### src/sv/sfr_pkg.sv
// Shared constants, register codes and controller/datapath interface types.
package sfr_pkg;

  localparam int BUFFER_BYTES = 32;
  localparam int MAX_BURST    = 32;
  localparam int STORE_CAP    = (BUFFER_BYTES < MAX_BURST) ? BUFFER_BYTES : MAX_BURST;
  localparam int STORE_AW     = (STORE_CAP > 1) ? $clog2(STORE_CAP) : 1;
  localparam int NUM_W        = $clog2(STORE_CAP + 1);

  localparam logic [7:0] START_RESET = 8'hE5;
  localparam logic [7:0] SEED_RESET  = 8'hD3;
  localparam logic [7:0] TERM_RESET  = 8'h0A;

  typedef enum logic [2:0] {
    REG_LINE_MODE    = 3'd0,
    REG_CHECK_ENABLE = 3'd1,
    REG_START_MARKER = 3'd2,
    REG_CHECK_SEED   = 3'd3,
    REG_LINE_TERM    = 3'd4
  } reg_idx_e;

  // Commands from the controller to the datapath.
  typedef struct packed {
    logic store;       // write the received byte into the frame store
    logic xor_upd;     // fold the received byte into the running checksum
    logic load_len;    // take the received byte as declared length
    logic clear;       // abandon the frame in progress
    logic emit_start;  // snapshot the finished frame for the burst
    logic emit_line;   // counted length rather than declared length
    logic emit_step;   // move one result into the output register
  } sfr_cmd_t;

  // Status from the datapath to the controller.
  typedef struct packed {
    logic line_mode;
    logic check_enable;
    logic mode_write;
    logic is_term;
    logic is_start;
    logic is_zero;
    logic data_done;
    logic check_ok;
    logic emit_last;
    logic out_hold;
  } sfr_stat_t;

endpackage

### src/sv/sfr_ctrl.sv
// Frame receive controller: framing phase and burst sequencing.
module sfr_ctrl
  import sfr_pkg::*;
(
  input  logic      clk_i,
  input  logic      rst_ni,
  input  logic      in_valid_i,
  output logic      in_stall_o,
  input  sfr_stat_t stat_i,
  output sfr_cmd_t  cmd_o
);

  typedef enum logic [4:0] {
    ST_WAIT  = 5'b00001,
    ST_LEN   = 5'b00010,
    ST_DATA  = 5'b00100,
    ST_CHECK = 5'b01000,
    ST_EMIT  = 5'b10000
  } state_e;

  state_e state_q, state_d;
  logic   accept;

  assign in_stall_o = (state_q == ST_EMIT);
  assign accept     = in_valid_i & ~in_stall_o;

  always_comb begin
    state_d = state_q;
    cmd_o   = '0;
    if (stat_i.mode_write) begin
      cmd_o.clear = 1'b1;
      state_d     = ST_WAIT;
    end else if (state_q == ST_EMIT) begin
      if (!stat_i.out_hold) begin
        cmd_o.emit_step = 1'b1;
        if (stat_i.emit_last) begin
          state_d = ST_WAIT;
        end
      end
    end else if (accept) begin
      if (stat_i.line_mode) begin
        if (stat_i.is_term) begin
          cmd_o.emit_start = 1'b1;
          cmd_o.emit_line  = 1'b1;
          state_d          = ST_EMIT;
        end else begin
          cmd_o.store = 1'b1;
        end
      end else begin
        case (state_q)
          ST_WAIT: begin
            if (stat_i.is_start) begin
              state_d = ST_LEN;
            end
          end
          ST_LEN: begin
            cmd_o.load_len = 1'b1;
            state_d        = stat_i.is_zero ? ST_CHECK : ST_DATA;
          end
          ST_DATA: begin
            cmd_o.store   = 1'b1;
            cmd_o.xor_upd = 1'b1;
            if (stat_i.data_done) begin
              state_d = ST_CHECK;
            end
          end
          ST_CHECK: begin
            if (!stat_i.check_enable || stat_i.check_ok) begin
              cmd_o.emit_start = 1'b1;
              state_d          = ST_EMIT;
            end else begin
              // bad check: drop the frame
              state_d = ST_WAIT;
            end
          end
          default: state_d = ST_WAIT;
        endcase
      end
    end
  end

  always_ff @(posedge clk_i or negedge rst_ni) begin
    if (!rst_ni) begin
      state_q <= ST_WAIT;
    end else begin
      state_q <= state_d;
    end
  end

endmodule

### src/sv/sfr_dpath.sv
// Frame receive datapath: registers, frame store, counters, checksum, output stage.
module sfr_dpath
  import sfr_pkg::*;
(
  input  logic       clk_i,
  input  logic       rst_ni,
  input  logic [7:0] rx_byte_i,
  input  logic       cfg_valid_i,
  input  logic [2:0] cfg_index_i,
  input  logic [7:0] cfg_data_i,
  input  sfr_cmd_t   cmd_i,
  output sfr_stat_t  stat_o,
  output logic       out_valid_o,
  input  logic       out_stall_i,
  output logic [7:0] payload_byte_o,
  output logic [4:0] byte_position_o,
  output logic [7:0] frame_length_o,
  output logic       last_byte_o,
  output logic       empty_frame_o,
  output logic       truncated_o
);

  localparam logic [7:0]       CapByte = 8'(STORE_CAP);
  localparam logic [NUM_W-1:0] CapNum  = NUM_W'(STORE_CAP);

  logic             line_mode_q, check_en_q;
  logic [7:0]       start_q, seed_q, term_q;
  logic [7:0]       count_q, declared_q, xor_q;
  logic             ovf_q;
  logic [7:0]       count_inc;
  logic             fits;

  logic [NUM_W-1:0]    em_num_q;
  logic [7:0]          em_len_q;
  logic                em_ovf_q;
  logic [STORE_AW-1:0] rd_idx_q;
  logic                em_empty, em_last;

  logic                out_valid_q;
  logic [7:0]          out_byte_q, out_len_q;
  logic [4:0]          out_pos_q;
  logic                out_last_q, out_empty_q, out_trunc_q;

  logic [7:0] store_mem [STORE_CAP];

  assign count_inc = (count_q == 8'hFF) ? count_q : count_q + 8'd1;
  assign fits      = (count_q < CapByte);
  assign em_empty  = (em_num_q == '0);
  assign em_last   = em_empty || ((NUM_W'(rd_idx_q) + NUM_W'(1)) == em_num_q);

  always_comb begin
    stat_o              = '0;
    stat_o.line_mode    = line_mode_q;
    stat_o.check_enable = check_en_q;
    stat_o.mode_write   = cfg_valid_i && (cfg_index_i == REG_LINE_MODE);
    stat_o.is_term      = (rx_byte_i == term_q);
    stat_o.is_start     = (rx_byte_i == start_q);
    stat_o.is_zero      = (rx_byte_i == 8'd0);
    stat_o.data_done    = (count_inc == declared_q);
    stat_o.check_ok     = (rx_byte_i == xor_q);
    stat_o.emit_last    = em_last;
    stat_o.out_hold     = out_valid_q & out_stall_i;
  end

  // Configuration registers
  always_ff @(posedge clk_i or negedge rst_ni) begin
    if (!rst_ni) begin
      line_mode_q <= 1'b1;
      check_en_q  <= 1'b0;
      start_q     <= START_RESET;
      seed_q      <= SEED_RESET;
      term_q      <= TERM_RESET;
    end else if (cfg_valid_i) begin
      case (cfg_index_i)
        REG_LINE_MODE:    line_mode_q <= cfg_data_i[0];
        REG_CHECK_ENABLE: check_en_q  <= cfg_data_i[0];
        REG_START_MARKER: start_q     <= cfg_data_i;
        REG_CHECK_SEED:   seed_q      <= cfg_data_i;
        REG_LINE_TERM:    term_q      <= cfg_data_i;
        default: ;
      endcase
    end
  end

  // Frame state
  always_ff @(posedge clk_i or negedge rst_ni) begin
    if (!rst_ni) begin
      count_q    <= '0;
      declared_q <= '0;
      xor_q      <= SEED_RESET;
      ovf_q      <= 1'b0;
    end else if (cmd_i.clear || cmd_i.emit_start) begin
      count_q <= '0;
      ovf_q   <= 1'b0;
    end else if (cmd_i.load_len) begin
      declared_q <= rx_byte_i;
      count_q    <= '0;
      ovf_q      <= 1'b0;
      xor_q      <= seed_q;
    end else if (cmd_i.store) begin
      count_q <= count_inc;
      if (!fits) begin
        ovf_q <= 1'b1;
      end
      if (cmd_i.xor_upd) begin
        xor_q <= xor_q ^ rx_byte_i;
      end
    end
  end

  always_ff @(posedge clk_i) begin
    if (cmd_i.store && fits) begin
      store_mem[count_q[STORE_AW-1:0]] <= rx_byte_i;
    end
  end

  // Burst snapshot and read pointer
  always_ff @(posedge clk_i or negedge rst_ni) begin
    if (!rst_ni) begin
      em_num_q <= '0;
      em_len_q <= '0;
      em_ovf_q <= 1'b0;
      rd_idx_q <= '0;
    end else if (cmd_i.emit_start) begin
      em_num_q <= fits ? count_q[NUM_W-1:0] : CapNum;
      em_len_q <= cmd_i.emit_line ? count_q : declared_q;
      em_ovf_q <= ovf_q;
      rd_idx_q <= '0;
    end else if (cmd_i.emit_step && !em_last) begin
      rd_idx_q <= rd_idx_q + STORE_AW'(1);
    end
  end

  // Output register; the store read lands here directly
  always_ff @(posedge clk_i or negedge rst_ni) begin
    if (!rst_ni) begin
      out_valid_q <= 1'b0;
    end else if (cmd_i.emit_step) begin
      out_valid_q <= 1'b1;
    end else if (!out_stall_i) begin
      out_valid_q <= 1'b0;
    end
  end

  always_ff @(posedge clk_i) begin
    if (cmd_i.emit_step) begin
      out_byte_q  <= em_empty ? 8'd0 : store_mem[rd_idx_q];
      out_pos_q   <= 5'(rd_idx_q);
      out_len_q   <= em_len_q;
      out_last_q  <= em_last;
      out_empty_q <= em_empty;
      out_trunc_q <= em_ovf_q;
    end
  end

  assign out_valid_o     = out_valid_q;
  assign payload_byte_o  = out_byte_q;
  assign byte_position_o = out_pos_q;
  assign frame_length_o  = out_len_q;
  assign last_byte_o     = out_last_q;
  assign empty_frame_o   = out_empty_q;
  assign truncated_o     = out_trunc_q;

endmodule

### src/sv/serial_frame_receiver.sv
// Byte-stream frame receiver: line and length-prefixed framing with XOR check.
// Each received byte is taken unless input is stalled; the byte that completes
// a frame starts a burst, in which the controller's emit state moves n results
// (one for an empty frame) from the frame store to the output register, one per
// cycle while the output is not stalled; input is stalled while the burst issues.
// Reset (rst_ni, asynchronous, active low) restores register defaults and idles.
module serial_frame_receiver
  import sfr_pkg::*;
(
  input  logic       clk_i,
  input  logic       rst_ni,
  input  logic       in_valid_i,
  output logic       in_stall_o,
  input  logic [7:0] rx_byte_i,
  output logic       out_valid_o,
  input  logic       out_stall_i,
  output logic [7:0] payload_byte_o,
  output logic [4:0] byte_position_o,
  output logic [7:0] frame_length_o,
  output logic       last_byte_o,
  output logic       empty_frame_o,
  output logic       truncated_o,
  input  logic       cfg_valid_i,
  output logic       cfg_ready_o,
  input  logic [2:0] cfg_index_i,
  input  logic [7:0] cfg_data_i
);

  sfr_cmd_t  cmd;
  sfr_stat_t stat;

  assign cfg_ready_o = 1'b1;

  sfr_ctrl u_ctrl (
    .clk_i      (clk_i),
    .rst_ni     (rst_ni),
    .in_valid_i (in_valid_i),
    .in_stall_o (in_stall_o),
    .stat_i     (stat),
    .cmd_o      (cmd)
  );

  sfr_dpath u_dpath (
    .clk_i           (clk_i),
    .rst_ni          (rst_ni),
    .rx_byte_i       (rx_byte_i),
    .cfg_valid_i     (cfg_valid_i),
    .cfg_index_i     (cfg_index_i),
    .cfg_data_i      (cfg_data_i),
    .cmd_i           (cmd),
    .stat_o          (stat),
    .out_valid_o     (out_valid_o),
    .out_stall_i     (out_stall_i),
    .payload_byte_o  (payload_byte_o),
    .byte_position_o (byte_position_o),
    .frame_length_o  (frame_length_o),
    .last_byte_o     (last_byte_o),
    .empty_frame_o   (empty_frame_o),
    .truncated_o     (truncated_o)
  );

endmodule
### config.mk
export PLATFORM = sky130hd
export DESIGN_NAME = serial_frame_receiver
export DESIGN_NICKNAME = d
export VERILOG_FILES = /design/src/sv/sfr_pkg.sv /design/src/sv/sfr_ctrl.sv /design/src/sv/sfr_dpath.sv /design/src/sv/serial_frame_receiver.sv
export SDC_FILE = /design/constraint.sdc
export NUM_CORES = 1
export LEC_CHECK = 0
export BUFFER_PORTS_ARGS = -buffer_cell sky130_fd_sc_hd__buf_2
export CAP_MARGIN = 20
export CORE_MARGIN = 2
export CORE_UTILIZATION = 55
export DETAILED_ROUTE_END_ITERATION = 10
export HOLD_SLACK_MARGIN = 0.12
export PLACE_DENSITY = 0.72
export SYNTH_ARGS = -nofsm -noshare
export SYNTH_HDL_FRONTEND = slang
export SYNTH_SLANG_ARGS = --single-unit
### constraint.sdc
create_clock -name clk_i -period 7.7 [get_ports clk_i]
set_input_delay 0.385 -clock clk_i [delete_from_list [all_inputs] [get_ports clk_i]]
set_output_delay 0.385 -clock clk_i [all_outputs]
set_load 0.03 [all_outputs]
# Word-level counts from Yosys, hierarchy flattened
# Memories as Yosys holds them, arrays and structs flattened. A register that Yosys moved wholly into a read port is not among the register bits.
# Index checks and enable logic that the tools add are counted.
# classes
addsub	3
order_cmp	1
n_eq_ne	22
muxes	50
bitwise_logic	5
n_reduce_logical	25
# ops
cell	n
$mux W8	8
$mux W5	12
$eq A8 B8 Y1	4
$pmux W5 S4	1
$mux W1	18
$reduce_and A2 Y1	7
$mux W3	4
$mux W2	5
$ne A5 B3 Y1 const B	2
$add A8 B1 Y8 const B	1
$eq A8 B8 Y1 const B	1
$logic_not A8 Y1	1
$lt A8 B6 Y1 const B	1
$xor A8 B8 Y8	1
$add A5 B1 Y6 const B	1
$eq A3 B2 Y1 const B	2
$eq A6 B6 Y1	1
$logic_not A6 Y1	1
$mux W6	1
$ne A3 B3 Y1 const B	2
$reduce_and A6 Y1	1
$reduce_bool A2 Y1	3
$reduce_bool A3 Y1	2
$add A5 B1 Y5 const B	1
other kinds (18)	25
# word_totals
regBits	93
ramBits	256
inputBits	24
out_inout_bits	27
n_memories	1
# mem_list
name	depth	word_bits	read_ports	rd_clocked_by_memory_dff	wr	line	text
u_dpath.store_mem	32	8	1	1	1	sfr_dpath.sv:44	logic [7:0] store_mem [STORE_CAP];

# Depth between registers and ports, before layout
# Gate-level depths: netlist of run 1.
# depth
ltp_word	11
ltp_mapped	10
ltp_nobuf	9

# Modules after synthesis
# Synthesis of run 1 repeated with hierarchy kept, for this count alone.
# hier_totals
hier_cells	999
hier_area_um2	15105.7
# by_module_without_submodules
mod	instances	cells_each	area_per_inst_um2	seq_area_each_um2
sfr_dpath	1	943	14665.3	10232.3
sfr_ctrl	1	54	429.2	126.4
serial_frame_receiver	1	2	11.3	0.0

# Least setup slack after synthesis of run 1
# OpenSTA, ideal clock, no wires.
# synth_path
kind	flip-flop to flip-flop
start	register u_ctrl.state_q[1]
end	register u_dpath.rd_idx_q[3]
setup_ps	72
arrival_time_ps	3410
slack_ps	4218
stages_incl_launch_ff	7
cell_sequence	dfrtp_1 nor3_1 nand2_1 nor3_1 nand4_1 xor2_1 nor2_1
# synth_lines
item	line	text
start: declaration	sfr_ctrl.sv:21	state_e state_q, state_d;
start signal: assignment	sfr_ctrl.sv:86	state_q <= state_d;
end signal: assignment	sfr_dpath.sv:130	rd_idx_q <= rd_idx_q + STORE_AW'(1);
end: declaration	sfr_dpath.sv:36	logic [STORE_AW-1:0] rd_idx_q;

# Worst setup path after layout of run 1
# layout_path
start	register u_ctrl.state_q[0]
end	memory u_dpath.store_mem[25][4] (enable)
# layout_via
elab_chain_cells	9
elab_cells_between_ends	12
# layout_rtl
item	line	text
$eq A5 B3 Y1 / $eq A5 B5 Y1 (equally long branches)	sfr_ctrl.sv:50, sfr_ctrl.sv:24, sfr_ctrl.sv:33	
$mux W2 / $not A1 Y1 (equally long branches)	sfr_ctrl.sv:50, sfr_ctrl.sv:25	
$mux W1 / $and A1 B1 Y1 (equally long branches)	sfr_ctrl.sv:41, sfr_ctrl.sv:25	
$mux W3	sfr_ctrl.sv:40	end else if (accept) begin
$mux W3 *	sfr_ctrl.sv:33	end else if (state_q == ST_EMIT) begin
$mux W3 *	sfr_ctrl.sv:30	if (stat_i.mode_write) begin
$logic_and A1 B1 Y1 *	sfr_dpath.sv:112	if (cmd_i.store && fits) begin
$mux W1 *	sfr_dpath.sv:112	
$mux W1 (not written as such) *	sfr_dpath.sv:113	store_mem[count_q[STORE_AW-1:0]] <= rx_byte_i;
end: declaration	sfr_dpath.sv:44	
# Mark *: on every way between the ends. The rest lies on a longest branch, timed or not.

==> results_tabular.tex, run 1 <==
\begin{tabular}{lr}
\hline
Metric & Value \\
\hline
\multicolumn{2}{l}{\textbf{CTS}} \\
\quad Clock buffers created by TritonCTS & 37 \\
\quad CTS clk-pin slew, worst paths & 0.06 ns \\
\quad Clk Tree Root Cell & sky130\_fd\_sc\_hd\_\_clkbuf\_16 \\
\quad CTS sink count & 357 \\
\quad Number of buffers on the longest clock path & 3 \\
\quad Number of gates resized after CTS & 0 \\
\quad Latest clock arrival within the worst-skew pair & 0.52 ns \\
\quad CTS H-Tree Depth & 2 \\
\quad CTS tree & yes \\
\multicolumn{2}{l}{\textbf{STA}} \\
\quad Tightest Pin Transition & 0.995 ns \\
\quad Part of the cycle the worst path needs & 47.6\% \\
\quad Endpoints failing hold & 0 \\
\quad Final worst slack & 4.03 ns \\
\quad Setup clock skew after layout & 0.0130 ns \\
\quad Post-layout minimum cycle time & 3.67 ns \\
\quad Final total negative setup slack & 0 ns \\
\quad Worst slew slack as a fraction of its limit & 33.1\% \\
\quad Maximum achievable frequency & 273 MHz \\
\quad Count of endpoints failing setup in the final report & 0 \\
\quad Final Max Tran Viols & 0 \\
\quad Unrepaired setup endpoints after global routing & no \\
\multicolumn{2}{l}{\textbf{GRT}} \\
\quad Number of global-route vias before repair & 8,851 \\
\quad Maximum number of pins on one net before global-route repair & 78 \\
\quad First-pass GRT wire length & 51,500 um \\
\quad Sum of overflow across all layers after global routing & 0 \\
\quad Combined global-route utilization of all metal layers & 23.7\% \\
\quad Antenna violations before repair & 0 \\
\multicolumn{2}{l}{\textbf{Floorplan}} \\
\quad Core ar. & 27,100 um2 \\
\quad Floorplan die height & 170 um \\
\quad Count of standard-cell rows & 60 \\
\quad Initial core utilization & 56.2\% \\
\quad IO Pins & 51 \\
\quad Die width & 170 um \\
\quad Die Area & 29,000 um2 \\
\multicolumn{2}{l}{\textbf{Worst setup path}} \\
\quad Maximum fanout along the worst path & 8 \\
\quad CP max stage cell & sky130\_fd\_sc\_hd\_\_nor3\_1 \\
\quad Required time worst endpoint & 7.84 ns \\
\quad Crit path launch type & flop \\
\quad Cells along the critical path & nor3\_1 -> nand2\_1 -> and3\_1 -> a21boi\_0 -> and2\_1 -> nand2\_1 -> nor3\_1 \\
\quad Worst path max stage delay & 0.90 ns \\
\quad Category of the critical setup timing path & reg -> reg \\
\quad Crit end category & flop \\
\quad Data arrival time of the critical path & 3.80 ns \\
\quad Register-to-register setup slack & 4.03 ns \\
\multicolumn{2}{l}{\textbf{Synthesis}} \\
\quad Post-Synthesis Cells & 1,006 \\
\quad Sequential cell area fraction in the yosys report & 68.0\% \\
\quad Number of warning messages in the yosys log & 0 \\
\quad Largest area contributor in the synthesized netlist & sky130\_fd\_sc\_hd\_\_edfxtp\_1 \\
\quad Total standard cell area after synthesis & 15,200 um2 \\
\quad EDFF count, synth & 280 \\
\quad Largest cells by area after synthesis & sky130\_fd\_sc\_hd\_\_edfxtp\_1 (55\%), sky130\_fd\_sc\_hd\_\_dfrtp\_1 (9.5\%), sky130\_fd\_sc\_hd\_\_mux4\_2 (4.7\%), sky130\_fd\_sc\_hd\_\_mux2\_2 (3.8\%), sky130\_fd\_sc\_hd\_\_mux2i\_1 (3.7\%) \\
\quad Synthesis-stage register bit count & 357 \\
\quad Post-synth net total & 1,035 \\
\quad Per-instance average area after synthesis & 15.1 um2 \\
\quad Flip-flop cell with the highest count after synthesis & sky130\_fd\_sc\_hd\_\_edfxtp\_1 \\
\quad Share of Yosys cell area claimed by the top area cell type & 55.2\% \\
\quad Count of cell types in the netlist & 70 \\
\quad Async set-reset flop share out of synthesis & 21.6\% \\
\multicolumn{2}{l}{\textbf{Final layout}} \\
\quad Sequential cell area & 10,400 um2 \\
\quad Area Growth Syn to Fin & 11.7\% \\
\quad Count of fill cells added during filler insertion & 1,948 \\
\quad Nets & 1,083 \\
\quad Antenna diode instance count & 0 \\
\quad Core occupancy in the finished layout & 62.7\% \\
\quad Count of non-filler cells in the finished layout & 1,454 \\
\quad Combined area of the multi-input logic cells & 4540 um2 \\
\quad Proportion of layout cells with a drive suffix above 1 & 22.6\% \\
\multicolumn{2}{l}{\textbf{Pwr}} \\
\quad Leakage power & 5.80 nW \\
\quad Power density over cell area & 313 nW/um2 \\
\quad Design Power & 5.32 mW \\
\quad IR drop worst, VDD & 0.210 mV \\
\multicolumn{2}{l}{\textbf{Detailed routing}} \\
\quad Iter 0 DRT Violations & 889 \\
\quad Routed wirelength normalized by instance count & 22.5 um \\
\quad Residual antenna-violating net count after detailed routing & 0 \\
\quad DRT Pass-1 Iters & 5 \\
\quad Number of vias per cell & 6.08 \\
\quad Via count of the routed design & 8,841 \\
\quad Total DRC errors in the routed layout & 0 \\
\quad Post-Route WL & 32,800 um \\
\multicolumn{2}{l}{\textbf{Place}} \\
\quad Total instance count after detailed placement & 1,382 \\
\quad Hpwl dp & 20,200 um \\
\quad Routability congestion estimate & 0.891 \\
\quad Setup slack at placement & 3.66 ns \\
\quad Count of buffers from port buffering & 49 \\
\multicolumn{2}{l}{\textbf{Min path}} \\
\quad Class of the most critical hold timing path & in -> reg \\
\multicolumn{2}{l}{\textbf{Outcome}} \\
\quad Outcome & completed \\
\multicolumn{2}{l}{\textbf{Run}} \\
\quad Count of max-cap constraint violations & 0 \\
\hline
\end{tabular}
-- cells in the final DEF, fill, tap and decap left out, types with 4 or more instances in the layout --
master,count
sky130_fd_sc_hd__clkbuf_16,39
sky130_fd_sc_hd__mux2_2,51
sky130_fd_sc_hd__dfstp_2,19
sky130_fd_sc_hd__nand3_1,26
sky130_fd_sc_hd__clkbuf_1,8
sky130_fd_sc_hd__nor3_1,9
sky130_fd_sc_hd__clkinvlp_4,4
sky130_fd_sc_hd__a21oi_1,70
sky130_fd_sc_hd__o221ai_1,16
sky130_fd_sc_hd__xnor2_1,24
sky130_fd_sc_hd__a211oi_1,10
sky130_fd_sc_hd__clkinv_2,4
sky130_fd_sc_hd__dfrtp_1,57
sky130_fd_sc_hd__a31o_2,5
sky130_fd_sc_hd__nor2_1,75
sky130_fd_sc_hd__inv_1,8
sky130_fd_sc_hd__edfxtp_1,280
sky130_fd_sc_hd__nand2b_1,12
sky130_fd_sc_hd__ha_1,5
sky130_fd_sc_hd__nand2_1,42
sky130_fd_sc_hd__nor2b_1,8
sky130_fd_sc_hd__mux2i_1,57
sky130_fd_sc_hd__o22ai_1,18
sky130_fd_sc_hd__or2_2,4
sky130_fd_sc_hd__nand4_1,9
sky130_fd_sc_hd__buf_4,14
sky130_fd_sc_hd__mux4_2,32
sky130_fd_sc_hd__clkinv_1,5
sky130_fd_sc_hd__and3_1,4
sky130_fd_sc_hd__a31oi_1,5
sky130_fd_sc_hd__xor2_1,19
sky130_fd_sc_hd__buf_2,49
sky130_fd_sc_hd__o21ai_0,28
-- synth_stat cells (3+ instances only) --
| cell | n |
|---|---|
| sky130_fd_sc_hd__edfxtp_1 | 280 |
| sky130_fd_sc_hd__nor2_1 | 75 |
| sky130_fd_sc_hd__a21oi_1 | 70 |
| sky130_fd_sc_hd__dfrtp_1 | 58 |
| sky130_fd_sc_hd__mux2i_1 | 57 |
| sky130_fd_sc_hd__mux2_2 | 51 |
| sky130_fd_sc_hd__nand2_1 | 42 |
| sky130_fd_sc_hd__mux4_2 | 32 |
| sky130_fd_sc_hd__buf_2 | 29 |
| sky130_fd_sc_hd__o21ai_0 | 28 |
| sky130_fd_sc_hd__nand3_1 | 26 |
| sky130_fd_sc_hd__xnor2_1 | 24 |
| sky130_fd_sc_hd__clkbuf_1 | 21 |
| sky130_fd_sc_hd__dfstp_2 | 19 |
| sky130_fd_sc_hd__xor2_1 | 19 |
| sky130_fd_sc_hd__o22ai_1 | 18 |
| sky130_fd_sc_hd__o221ai_1 | 16 |
| sky130_fd_sc_hd__nand2b_1 | 12 |
| sky130_fd_sc_hd__a211oi_1 | 10 |
| sky130_fd_sc_hd__nor3_1 | 10 |
| sky130_fd_sc_hd__nand4_1 | 9 |
| sky130_fd_sc_hd__inv_1 | 8 |
| sky130_fd_sc_hd__nor2b_1 | 8 |
| sky130_fd_sc_hd__a31o_2 | 5 |
| sky130_fd_sc_hd__a31oi_1 | 5 |
| sky130_fd_sc_hd__buf_4 | 5 |
| sky130_fd_sc_hd__ha_1 | 5 |
| sky130_fd_sc_hd__and3_1 | 4 |
| sky130_fd_sc_hd__or2_2 | 4 |
| sky130_fd_sc_hd__a211o_1 | 3 |
| sky130_fd_sc_hd__and2_1 | 3 |
| sky130_fd_sc_hd__buf_6 | 3 |
| sky130_fd_sc_hd__nor4_1 | 3 |
-- per-stage QoR --
stage | instance area (um2) | hold WS, ns
2_1_floorplan | 15200 | 0.0894
3_3_place_gp | 15700 | 0.433
3_5_place_dp | 15700 | 0.432
4_1_cts | 17000 | 0.128
5_1_grt | 17000 | 0.137
6_report | 17000 | 0.144
-- final cells by class --
| cell class | count | area share (%) |
|---|---|---|
| clock buffer | 49 | 6.08 |
| sequential | 357 | 60.9 |
| timing repair buffer | 68 | 2.44 |
| multi-input combinational | 582 | 26.7 |
| tap | 372 | 2.74 |
| inverter | 8 | 0.177 |
| clock inverter | 18 | 0.913 |
-- metal layers --
metal  GRT usage [%]  routed length (um)  vias up
met5               0                   0        -
met4            6.50                 665        0
met3            4.93                2350       53
met2            37.0               15500      349
met1            34.1               14300     4469
li1                -                   -     3970
-- state kept, by name, summed over array words and instances, names as in the netlist, 5 cells and up --
| name | cells |
|---|---|
| u_dpath.store_mem | 256 |
| u_dpath.xor_q | 8 |
| u_dpath.em_num_q | 6 |
| u_ctrl.state_q | 5 |
| u_dpath.payload_byte_o | 8 |
| u_dpath.seed_q | 8 |
| u_dpath.declared_q | 8 |
| u_dpath.start_q | 8 |
| u_dpath.count_q | 8 |
| u_dpath.byte_position_o | 5 |
| u_dpath.em_len_q | 8 |
| u_dpath.rd_idx_q | 5 |
| u_dpath.frame_length_o | 8 |
| u_dpath.term_q | 8 |
-- logic make-up (layout without fill, tap and decap cells) --
| family | after synthesis | count (layout) | share of synthesized area [%] |
|---|---|---|---|
| AOI/OAI and AO/OA | 177 | 177 | 7.55 |
| xor gates and xnor gates | 43 | 43 | 2.47 |
| adders and majority gates | 5 | 5 | 0.411 |
| buffers and inverters | 67 | 143 | 2.16 |
| DFF | 357 | 357 | 68.0 |
| muxes | 140 | 140 | 12.3 |
| other | 1 | 1 | 0.0246 |
| and+or+nand+nor | 216 | 216 | 7.08 |
-- path summary, 6_finish.rpt --
path / to / cells after the start / start
max: u_dpath.store_mem[25][4]$_DFFE_PP_ / 7 / u_ctrl.state_q[0]$_DFFE_PN1P_
min: u_dpath.term_q[7]$_DFFE_PN0P_ / 2 / cfg_data_i[7]
max reg2reg: u_dpath.store_mem[25][4]$_DFFE_PP_ / 7 / u_ctrl.state_q[0]$_DFFE_PN1P_
min reg2reg: u_dpath.frame_length_o[1]$_DFFE_PP_ / 0 / u_dpath.em_len_q[1]$_DFFE_PN0P_
max in group asynchronous: u_dpath.line_mode_q$_DFFE_PN1P_ / 3 / rst_ni
min in group asynchronous: u_dpath.term_q[2]$_DFFE_PN0P_ / 2 / rst_ni
-- worst max-delay path, delay by kind of cell, from the launching register on --
kind             cells  cell delay, ns
AO/OA/AOI/OAI        1            0.64
flip-flops           1            0.58
AND/OR/NAND/NOR      6            2.06
-- power breakdown --
part	internal (mW)	switching, mW	total [mW]
logic	0.484	0.629	1.11
registers	2.30	0.177	2.47
clock network	1.02	0.720	1.74
total	3.80	1.53	5.32
-- what timing repair did --
item | CTS | global route
hold endpoints to repair | 60 | 0
setup buffers | 0 | 0
hold buffers | 3 | 0
No activity file was read; power rests on OpenSTA's default activity.
==> inputs of run 2 (changes only) <==
==> constraint.sdc (replaced) <==
create_clock -name clk_i -period 3.5 [get_ports clk_i]
set_input_delay 0.175 -clock clk_i [delete_from_list [all_inputs] [get_ports clk_i]]
set_output_delay 0.175 -clock clk_i [all_outputs]
set_load 0.03 [all_outputs]
==> run 2 against run 1 <==
Fmax grew 15%. Wire length rose by 5.3%. Flip-flop and latch count is the same. Clock skew rose by 0.0092 ns. Critical endpoint is now u_dpath.store_mem[23][4]$_DFFE_PP_. Largest power group unchanged. Sequential share of layout area is 1.3 points lower. Clock power up 140%. Die area is the same. Via count rose by 2.7%. Core utilization up 1.3 points.
==> results_tabular.tex, run 2 (synthesis results as in run 1) <==
\begin{tabular}{lr}
\hline
Metric & Value \\
\hline
\multicolumn{2}{l}{\textbf{STA}} \\
\quad Worst slew slack as a fraction of its limit & 52.0\% (+19 points) \\
\quad Setup clock skew after layout & 0.0222 ns (+0.00918 ns) \\
\quad Tightest Pin Transition & 0.721 ns (-0.274 ns) \\
\quad Post-layout minimum cycle time & 3.20 ns (-0.470 ns) \\
\quad Endpoints failing hold & 0 (unchanged) \\
\quad Part of the cycle the worst path needs & 91.3\% (+44 points) \\
\quad Count of endpoints failing setup in the final report & 0 (unchanged) \\
\quad Maximum achievable frequency & 313 MHz (+15\%) \\
\quad Final total negative setup slack & 0 ns (unchanged) \\
\quad Unrepaired setup endpoints after global routing & no \\
\quad Final worst slack & 0.304 ns (-3.73 ns) \\
\quad Final Max Tran Viols & 0 (unchanged) \\
\multicolumn{2}{l}{\textbf{Pwr}} \\
\quad Power share of the combinational group & 21.4\% (+0.5 points) \\
\quad Internal power consumption & 8.70 mW (+130\%) \\
\quad Flop pwr share & 44.4\% (-2.1 points) \\
\quad IR drop worst, VDD & 0.430 mV (+100\%) \\
\quad Sw Pwr & 3.37 mW (+120\%) \\
\quad Clock network fraction of total power & 34.1\% (+1.5 points) \\
\quad Switching part of the total power & 27.9\% (-0.76 points) \\
\quad Power density over cell area & 695 nW/um2 (+120\%) \\
\quad Leakage power & 6.01 nW (+3.6\%) \\
\quad Design Power & 12.1 mW (+130\%) \\
\multicolumn{2}{l}{\textbf{Floorplan}} \\
\quad Die Area & 29,000 um2 (unchanged) \\
\quad Count of standard-cell rows & 60 (unchanged) \\
\quad IO Pins & 51 (unchanged) \\
\quad Floorplan die height & 170 um (unchanged) \\
\quad Core ar. & 27,100 um2 (unchanged) \\
\quad Die width & 170 um (unchanged) \\
\quad Initial core utilization & 56.2\% (unchanged) \\
\multicolumn{2}{l}{\textbf{Detailed routing}} \\
\quad DRT Pass-1 Iters & 6 (+1) \\
\quad Routed wirelength normalized by instance count & 23.2 um (+3.1\%) \\
\quad Via count of the routed design & 9,080 (+2.7\%) \\
\quad Number of vias per cell & 6.11 (+0.49\%) \\
\quad Total DRC errors in the routed layout & 0 (unchanged) \\
\quad Iter 0 DRT Violations & 1,117 (+26\%) \\
\quad Post-Route WL & 34,500 um (+5.3\%) \\
\quad Residual antenna-violating net count after detailed routing & 0 (unchanged) \\
\multicolumn{2}{l}{\textbf{CTS}} \\
\quad Clock buffers created by TritonCTS & 37 (unchanged) \\
\quad \# Post-CTS Setup Buffers & 0 (unchanged) \\
\quad Latest clock arrival within the worst-skew pair & 0.53 ns (about the same) \\
\quad Number of buffers on the longest clock path & 3 (unchanged) \\
\quad CTS H-Tree Depth & 2 (unchanged) \\
\quad Clk Tree Root Cell & sky130\_fd\_sc\_hd\_\_clkbuf\_16 \\
\quad CTS clk-pin slew, worst paths & 0.06 ns (about the same) \\
\quad CTS tree & yes \\
\quad CTS sink count & 357 (unchanged) \\
\multicolumn{2}{l}{\textbf{Final layout}} \\
\quad Max reg flops & 256 (unchanged) \\
\quad Commonest cells after routing, fill and taps aside & sky130\_fd\_sc\_hd\_\_edfxtp\_1 (280), sky130\_fd\_sc\_hd\_\_nor2\_1 (75), sky130\_fd\_sc\_hd\_\_a21oi\_1 (70), sky130\_fd\_sc\_hd\_\_mux2i\_1 (57), sky130\_fd\_sc\_hd\_\_dfrtp\_1 (57) \\
\quad Proportion of layout cells with a drive suffix above 1 & 23.9\% (+1.3 points) \\
\quad Design Area, Final & 17,400 um2 (+2.1\%) \\
\quad Leading cell type in the layout, fill and taps excluded & sky130\_fd\_sc\_hd\_\_edfxtp\_1 \\
\quad Area Growth Syn to Fin & 14.1\% \\
\quad Nets & 1,114 (+2.9\%) \\
\multicolumn{2}{l}{\textbf{Outcome}} \\
\quad Outcome & completed \\
\multicolumn{2}{l}{\textbf{Worst setup path}} \\
\quad Cells along the critical path & nor3\_1 -> nand2\_1 -> and3\_1 -> a21boi\_0 -> and2\_1 -> nand2\_1 -> nor2\_1 \\
\quad Maximum fanout along the worst path & 8 (unchanged) \\
\quad Category of the critical setup timing path & reg -> reg \\
\quad Data arrival time of the critical path & 3.34 ns (-0.46 ns) \\
\quad CP max stage cell & sky130\_fd\_sc\_hd\_\_nor2\_1 \\
\quad Worst path max stage delay & 0.67 ns (-0.23 ns) \\
\quad Crit end category & flop \\
\quad Required time worst endpoint & 3.65 ns (-4.19 ns) \\
\quad Critical path's most frequent cell & sky130\_fd\_sc\_hd\_\_nand2\_1 \\
\quad Crit path launch type & flop \\
\multicolumn{2}{l}{\textbf{Place}} \\
\quad Hpwl dp & 21,600 um (+6.7\%) \\
\quad Count of buffers from port buffering & 49 (unchanged) \\
\quad Setup slack at placement & 0.332 ns (-3.33 ns) \\
\quad Cell area after placement & 15,900 um2 (+1.0\%) \\
\quad Routability congestion estimate & 0.876 (-1.7\%) \\
\multicolumn{2}{l}{\textbf{GRT}} \\
\quad Antenna violations before repair & 1 (+1) \\
\quad First-pass GRT wire length & 52,800 um (+2.6\%) \\
\quad Combined global-route utilization of all metal layers & 24.5\% (+0.84 points) \\
\quad Number of global-route vias before repair & 8,718 (-1.5\%) \\
\quad Maximum number of pins on one net before global-route repair & 98 (+26\%) \\
\quad Sum of overflow across all layers after global routing & 0 (unchanged) \\
\multicolumn{2}{l}{\textbf{Min path}} \\
\quad Class of the most critical hold timing path & in -> reg \\
\multicolumn{2}{l}{\textbf{Run}} \\
\quad Count of max-cap constraint violations & 0 (unchanged) \\
\hline
\end{tabular}
run 2: changes by cell type in the layout (fill, tap and decap cells not counted), sizes merged:
cell and change:
clkbuf -7, clkinv +5, buf +19, bufinv +5, diode +1, dlygate4sd3 +13, inv -1, clkinvlp -3
run 2: per-layer routing:
metal | wire length (um) | global-route usage [%] | part of all wire, % | vias up
li1 | - | - | - | 4037
met1 | 14500 | 35.7 | 42 | 4574
met3 | 2820 | 3.91 | 8.2 | 44
met4 | 640 | 5.95 | 1.9 | 0
met5 | 0 | 0 | 0 | -
met2 | 16600 | 39.2 | 48 | 425
run 2: critical path: cells and delay by family (launching register included):
kind	cells	cell delay [ns]
flops	1	0.58
simple gates	6	1.95
compound gates	1	0.29
run 2: repair_timing:
action                                 CTS  global route
endpoints found under the hold margin   81             0
hold buffers                            16             0
resized for setup                        0             0
run 2: final timing paths:
| check | start | end | slack, ns | cells past startpoint |
|---|---|---|---|---|
| worst min-delay path | cfg_valid_i | u_dpath.out_valid_o$_DFFE_PN0P_ | 0.21 | 4 |
| worst max register to register | u_ctrl.state_q[0]$_DFFE_PN1P_ | u_dpath.store_mem[23][4]$_DFFE_PP_ | 0.30 | 7 |
| worst max-delay path | u_ctrl.state_q[0]$_DFFE_PN1P_ | u_dpath.store_mem[23][4]$_DFFE_PP_ | 0.30 | 7 |
| min in group asynchronous | rst_ni | u_dpath.start_q[1]$_DFFE_PN0P_ | 0.24 | 2 |
| worst min register to register | u_dpath.em_len_q[0]$_DFFE_PN0P_ | u_dpath.frame_length_o[0]$_DFFE_PP_ | 0.45 | 0 |
| max in group asynchronous | rst_ni | u_dpath.xor_q[7]$_DFFE_PN1P_ | 2.43 | 3 |
run 2: layout make-up:
type	count	area [um2]
Timing Repair Buffer	99	676
Antenna cell	1	2.50
Fill cell	1926	9740
Tap cell	372	465
Inverter	8	30.0
Sequential cell	357	10400
Clock inverter	24	295
Clock buffer	43	991
Multi-Input combinational cell	582	4540
run 2: through the flow:
step / utilization (%) / hold slack (ns) / instances
detailed placement: 58.7 / 0.277 / 1402
CTS: 64.1 / 0.191 / 1485
global placement: 58.7 / 0.266 / 1402
global route: 64.1 / 0.247 / 1485
finish: 64.1 / 0.209 / 1486
floorplan: - / -0.121 / 1006
run 2: power groups by stage:
stage | Sequential [mW] | Combinational, mW | Clock (mW)
after floorplan | 5.48 | 1.77 | 0
after global placement | 5.43 | 2.53 | 0
after detailed placement | 5.44 | 2.56 | 0
after CTS | 5.36 | 2.59 | 4.17
after global routing | 5.41 | 2.79 | 4.34
final | 5.36 | 2.59 | 4.12
==> inputs of run 3 (changes only) <==
--- a/config.mk
+++ b/config.mk
@@ -12,6 +12,7 @@
 export DETAILED_ROUTE_END_ITERATION = 10
 export HOLD_SLACK_MARGIN = 0.12
 export PLACE_DENSITY = 0.72
+export REMOVE_ABC_BUFFERS = 1
 export SYNTH_ARGS = -nofsm -noshare
 export SYNTH_HDL_FRONTEND = slang
 export SYNTH_SLANG_ARGS = --single-unit
==> run 3 against run 2 <==
Non-clock buffer count fell by 2. Sequential power barely moved. Setup slack improved by 0.34 ns. Global-route usage fell by 1.1 points. First-iteration DRC count fell by 34%. Clock-buffer cell count rose by 5. Core utilization rose by 0.12 points. Combinational power fell by 3%. Register-to-register slack improved by 0.34 ns. Clock power rose by 3%. Critical path type unchanged.
==> results_tabular.tex, run 3 (synthesis results as in run 1) <==
\begin{tabular}{lr}
\hline
Metric & Value \\
\hline
\multicolumn{2}{l}{\textbf{Worst setup path}} \\
\quad Data arrival time of the critical path & 3.25 ns (-0.09 ns) \\
\quad Required time worst endpoint & 3.90 ns (+0.25 ns) \\
\quad Crit end category & flop \\
\quad Cells along the critical path & ha\_1 -> and4\_1 -> nand2\_1 -> mux2\_2 -> a31oi\_1 -> nor4\_2 -> o21ai\_1 -> a22o\_1 \\
\quad Crit path launch type & flop \\
\quad CP max stage cell & sky130\_fd\_sc\_hd\_\_dfrtp\_1 \\
\quad Worst path max stage delay & 0.55 ns (-0.12 ns) \\
\quad Category of the critical setup timing path & reg -> reg \\
\quad Maximum fanout along the worst path & 8 (unchanged) \\
\multicolumn{2}{l}{\textbf{GRT}} \\
\quad Number of global-route vias before repair & 8,834 (+1.3\%) \\
\quad Antenna violations before repair & 0 (-1) \\
\quad Maximum number of pins on one net before global-route repair & 103 (+5.1\%) \\
\quad Combined global-route utilization of all metal layers & 23.4\% (-1.1 points) \\
\quad First-pass GRT wire length & 51,000 um (-3.5\%) \\
\quad Sum of overflow across all layers after global routing & 0 (unchanged) \\
\multicolumn{2}{l}{\textbf{Pwr}} \\
\quad Design Power & 12.1 mW (+0.16\%) \\
\quad IR drop worst, VDD & 0.465 mV (+8.2\%) \\
\quad Flop pwr share & 44.2\% (-0.2 points) \\
\quad Clock network fraction of total power & 35.1\% (+1.0 points) \\
\quad Power density over cell area & 695 nW/um2 (about the same) \\
\quad Sw Pwr & 3.31 mW (-1.8\%) \\
\quad Power share of the combinational group & 20.7\% (-0.7 points) \\
\quad Internal power consumption & 8.78 mW (+0.90\%) \\
\quad Switching part of the total power & 27.4\% (-0.54 points) \\
\quad Leakage power & 6.01 nW (about the same) \\
\multicolumn{2}{l}{\textbf{STA}} \\
\quad Endpoints failing hold & 0 (unchanged) \\
\quad Setup clock skew after layout & 0.0308 ns (+0.00859 ns) \\
\quad Unrepaired setup endpoints after global routing & no \\
\quad Final total negative setup slack & 0 ns (unchanged) \\
\quad Final worst slack & 0.642 ns (+0.338 ns) \\
\quad Worst slew slack as a fraction of its limit & 29.6\% (-22 points) \\
\quad Maximum achievable frequency & 350 MHz (+12\%) \\
\quad Tightest Pin Transition & 1.05 ns (+0.327 ns) \\
\quad Count of endpoints failing setup in the final report & 0 (unchanged) \\
\quad Post-layout minimum cycle time & 2.86 ns (-0.338 ns) \\
\quad Part of the cycle the worst path needs & 81.7\% (-9.7 points) \\
\quad Final Max Tran Viols & 0 (unchanged) \\
\multicolumn{2}{l}{\textbf{Outcome}} \\
\quad Outcome & completed \\
\multicolumn{2}{l}{\textbf{CTS}} \\
\quad CTS sink count & 357 (unchanged) \\
\quad CTS tree & yes \\
\quad Number of buffers on the longest clock path & 3 (unchanged) \\
\quad Number of gates resized after CTS & 0 (unchanged) \\
\quad CTS H-Tree Depth & 2 (unchanged) \\
\quad CTS clk-pin slew, worst paths & 0.06 ns (about the same) \\
\quad Latest clock arrival within the worst-skew pair & 0.53 ns (about the same) \\
\quad Clock buffers created by TritonCTS & 37 (unchanged) \\
\quad Clk Tree Root Cell & sky130\_fd\_sc\_hd\_\_clkbuf\_16 \\
\multicolumn{2}{l}{\textbf{Final layout}} \\
\quad Max reg flops & 256 (unchanged) \\
\quad Antenna diode instance count & 0 (-1) \\
\quad Area Growth Syn to Fin & 14.3\% \\
\quad Proportion of layout cells with a drive suffix above 1 & 23.9\% (-0.047 points) \\
\quad Core occupancy in the finished layout & 64.2\% (+0.12 points) \\
\quad Count of fill cells added during filler insertion & 1,940 (+0.73\%) \\
\quad Count of non-filler cells in the finished layout & 1,483 (-0.20\%) \\
\quad Commonest cells after routing, fill and taps aside & sky130\_fd\_sc\_hd\_\_edfxtp\_1 (280), sky130\_fd\_sc\_hd\_\_nor2\_1 (75), sky130\_fd\_sc\_hd\_\_a21oi\_1 (70), sky130\_fd\_sc\_hd\_\_mux2i\_1 (57), sky130\_fd\_sc\_hd\_\_dfrtp\_1 (57) \\
\quad Leading cell type in the layout, fill and taps excluded & sky130\_fd\_sc\_hd\_\_edfxtp\_1 \\
\quad Nets & 1,112 (-0.18\%) \\
\multicolumn{2}{l}{\textbf{Place}} \\
\quad Hpwl dp & 20,300 um (-5.9\%) \\
\quad Routability congestion estimate & 0.921 (+5.1\%) \\
\quad Count of buffers from port buffering & 49 (unchanged) \\
\quad Total instance count after detailed placement & 1,400 (-0.14\%) \\
\quad Setup slack at placement & 0.595 ns (+0.263 ns) \\
\multicolumn{2}{l}{\textbf{Floorplan}} \\
\quad Core ar. & 27,100 um2 (unchanged) \\
\quad Initial core utilization & 56.2\% (unchanged) \\
\quad Count of standard-cell rows & 60 (unchanged) \\
\quad IO Pins & 51 (unchanged) \\
\quad Die Area & 29,000 um2 (unchanged) \\
\quad Die width & 170 um (unchanged) \\
\quad Floorplan die height & 170 um (unchanged) \\
\multicolumn{2}{l}{\textbf{Run}} \\
\quad Count of max-cap constraint violations & 0 (unchanged) \\
\multicolumn{2}{l}{\textbf{Detailed routing}} \\
\quad Post-Route WL & 32,600 um (-5.5\%) \\
\quad Iter 0 DRT Violations & 739 (-34\%) \\
\quad DRT Pass-1 Iters & 5 (-1) \\
\quad Routed wirelength normalized by instance count & 22.0 um (-5.3\%) \\
\quad Via count of the routed design & 8,785 (-3.2\%) \\
\quad Residual antenna-violating net count after detailed routing & 0 (unchanged) \\
\quad Number of vias per cell & 5.92 (-3.1\%) \\
\quad Total DRC errors in the routed layout & 0 (unchanged) \\
\multicolumn{2}{l}{\textbf{Min path}} \\
\quad Class of the most critical hold timing path & in -> async \\
\hline
\end{tabular}
## run 3: changes by cell type in the layout (fill, tap and decap cells not counted), moves of 2 or more
cell,delta
sky130_fd_sc_hd__buf_4,-2
sky130_fd_sc_hd__clkbuf_1,+4
sky130_fd_sc_hd__dlygate4sd3_1,-3
sky130_fd_sc_hd__clkinv_2,-6
sky130_fd_sc_hd__clkinv_1,-2
sky130_fd_sc_hd__clkinv_4,+2
## run 3: critical path, delay by kind of cell, from the launching register on
family | cells | cell delay (ns)
simple gates | 3 | 1.03
flops | 1 | 0.55
compound gates | 3 | 0.48
fa+ha+maj | 1 | 0.38
mux | 1 | 0.30
## run 3: routing by layer
metal,part of all wire [%],GRT usage (%),vias up
met5,0,0,-
met4,2.3,7.25,0
met3,7.0,4.12,57
met2,47,36.5,341
met1,44,33.9,4364
li1,-,-,4023
## run 3: per-stage QoR
step	area (um2)	hold WS, ns
floorplan	14900	-0.121
global placement	15900	0.395
detailed placement	15900	0.394
CTS	17400	0.122
global route	17400	0.159
finish	17400	0.126
## run 3: final cells by class
class / count / area (um2) / area share, %
timing repair buffer: 97 / 671 / 3.86
inverter: 8 / 30.0 / 0.173
multi-input combinational: 582 / 4540 / 26.1
sequential: 357 / 10400 / 59.6
clock buffer: 48 / 1020 / 5.86
clock inverter: 19 / 307 / 1.76
tap: 372 / 465 / 2.68
## run 3: power groups by stage
stage,clock network (mW),registers [mW],logic (mW)
2_1_floorplan,0,5.67,1.61
3_3_place_gp,0,5.41,2.44
3_5_place_dp,0,5.42,2.48
4_1_cts,4.31,5.34,2.50
5_1_grt,4.48,5.39,2.73
6_report,4.25,5.34,2.50
## run 3: path summary, 6_finish.rpt
path,slack [ns],cells past startpoint,start,end
max,0.64,8,u_dpath.count_q[1]$_DFFE_PN0P_,u_ctrl.state_q[2]$_DFFE_PN0P_
min,0.13,2,rst_ni,u_dpath.rd_idx_q[2]$_DFFE_PN0P_
max reg2reg,0.64,8,u_dpath.count_q[1]$_DFFE_PN0P_,u_ctrl.state_q[2]$_DFFE_PN0P_
min reg2reg,0.45,0,u_dpath.em_len_q[7]$_DFFE_PN0P_,u_dpath.frame_length_o[7]$_DFFE_PP_
max in group asynchronous,2.72,3,rst_ni,u_ctrl.state_q[0]$_DFFE_PN1P_
min in group clk_i,0.13,3,out_stall_i,u_dpath.out_valid_o$_DFFE_PN0P_
## run 3: what timing repair did
action                                 in CTS  in global routing
hold buffers                               13                  0
buffers inserted                            0                  0
endpoints found under the hold margin      85                  0
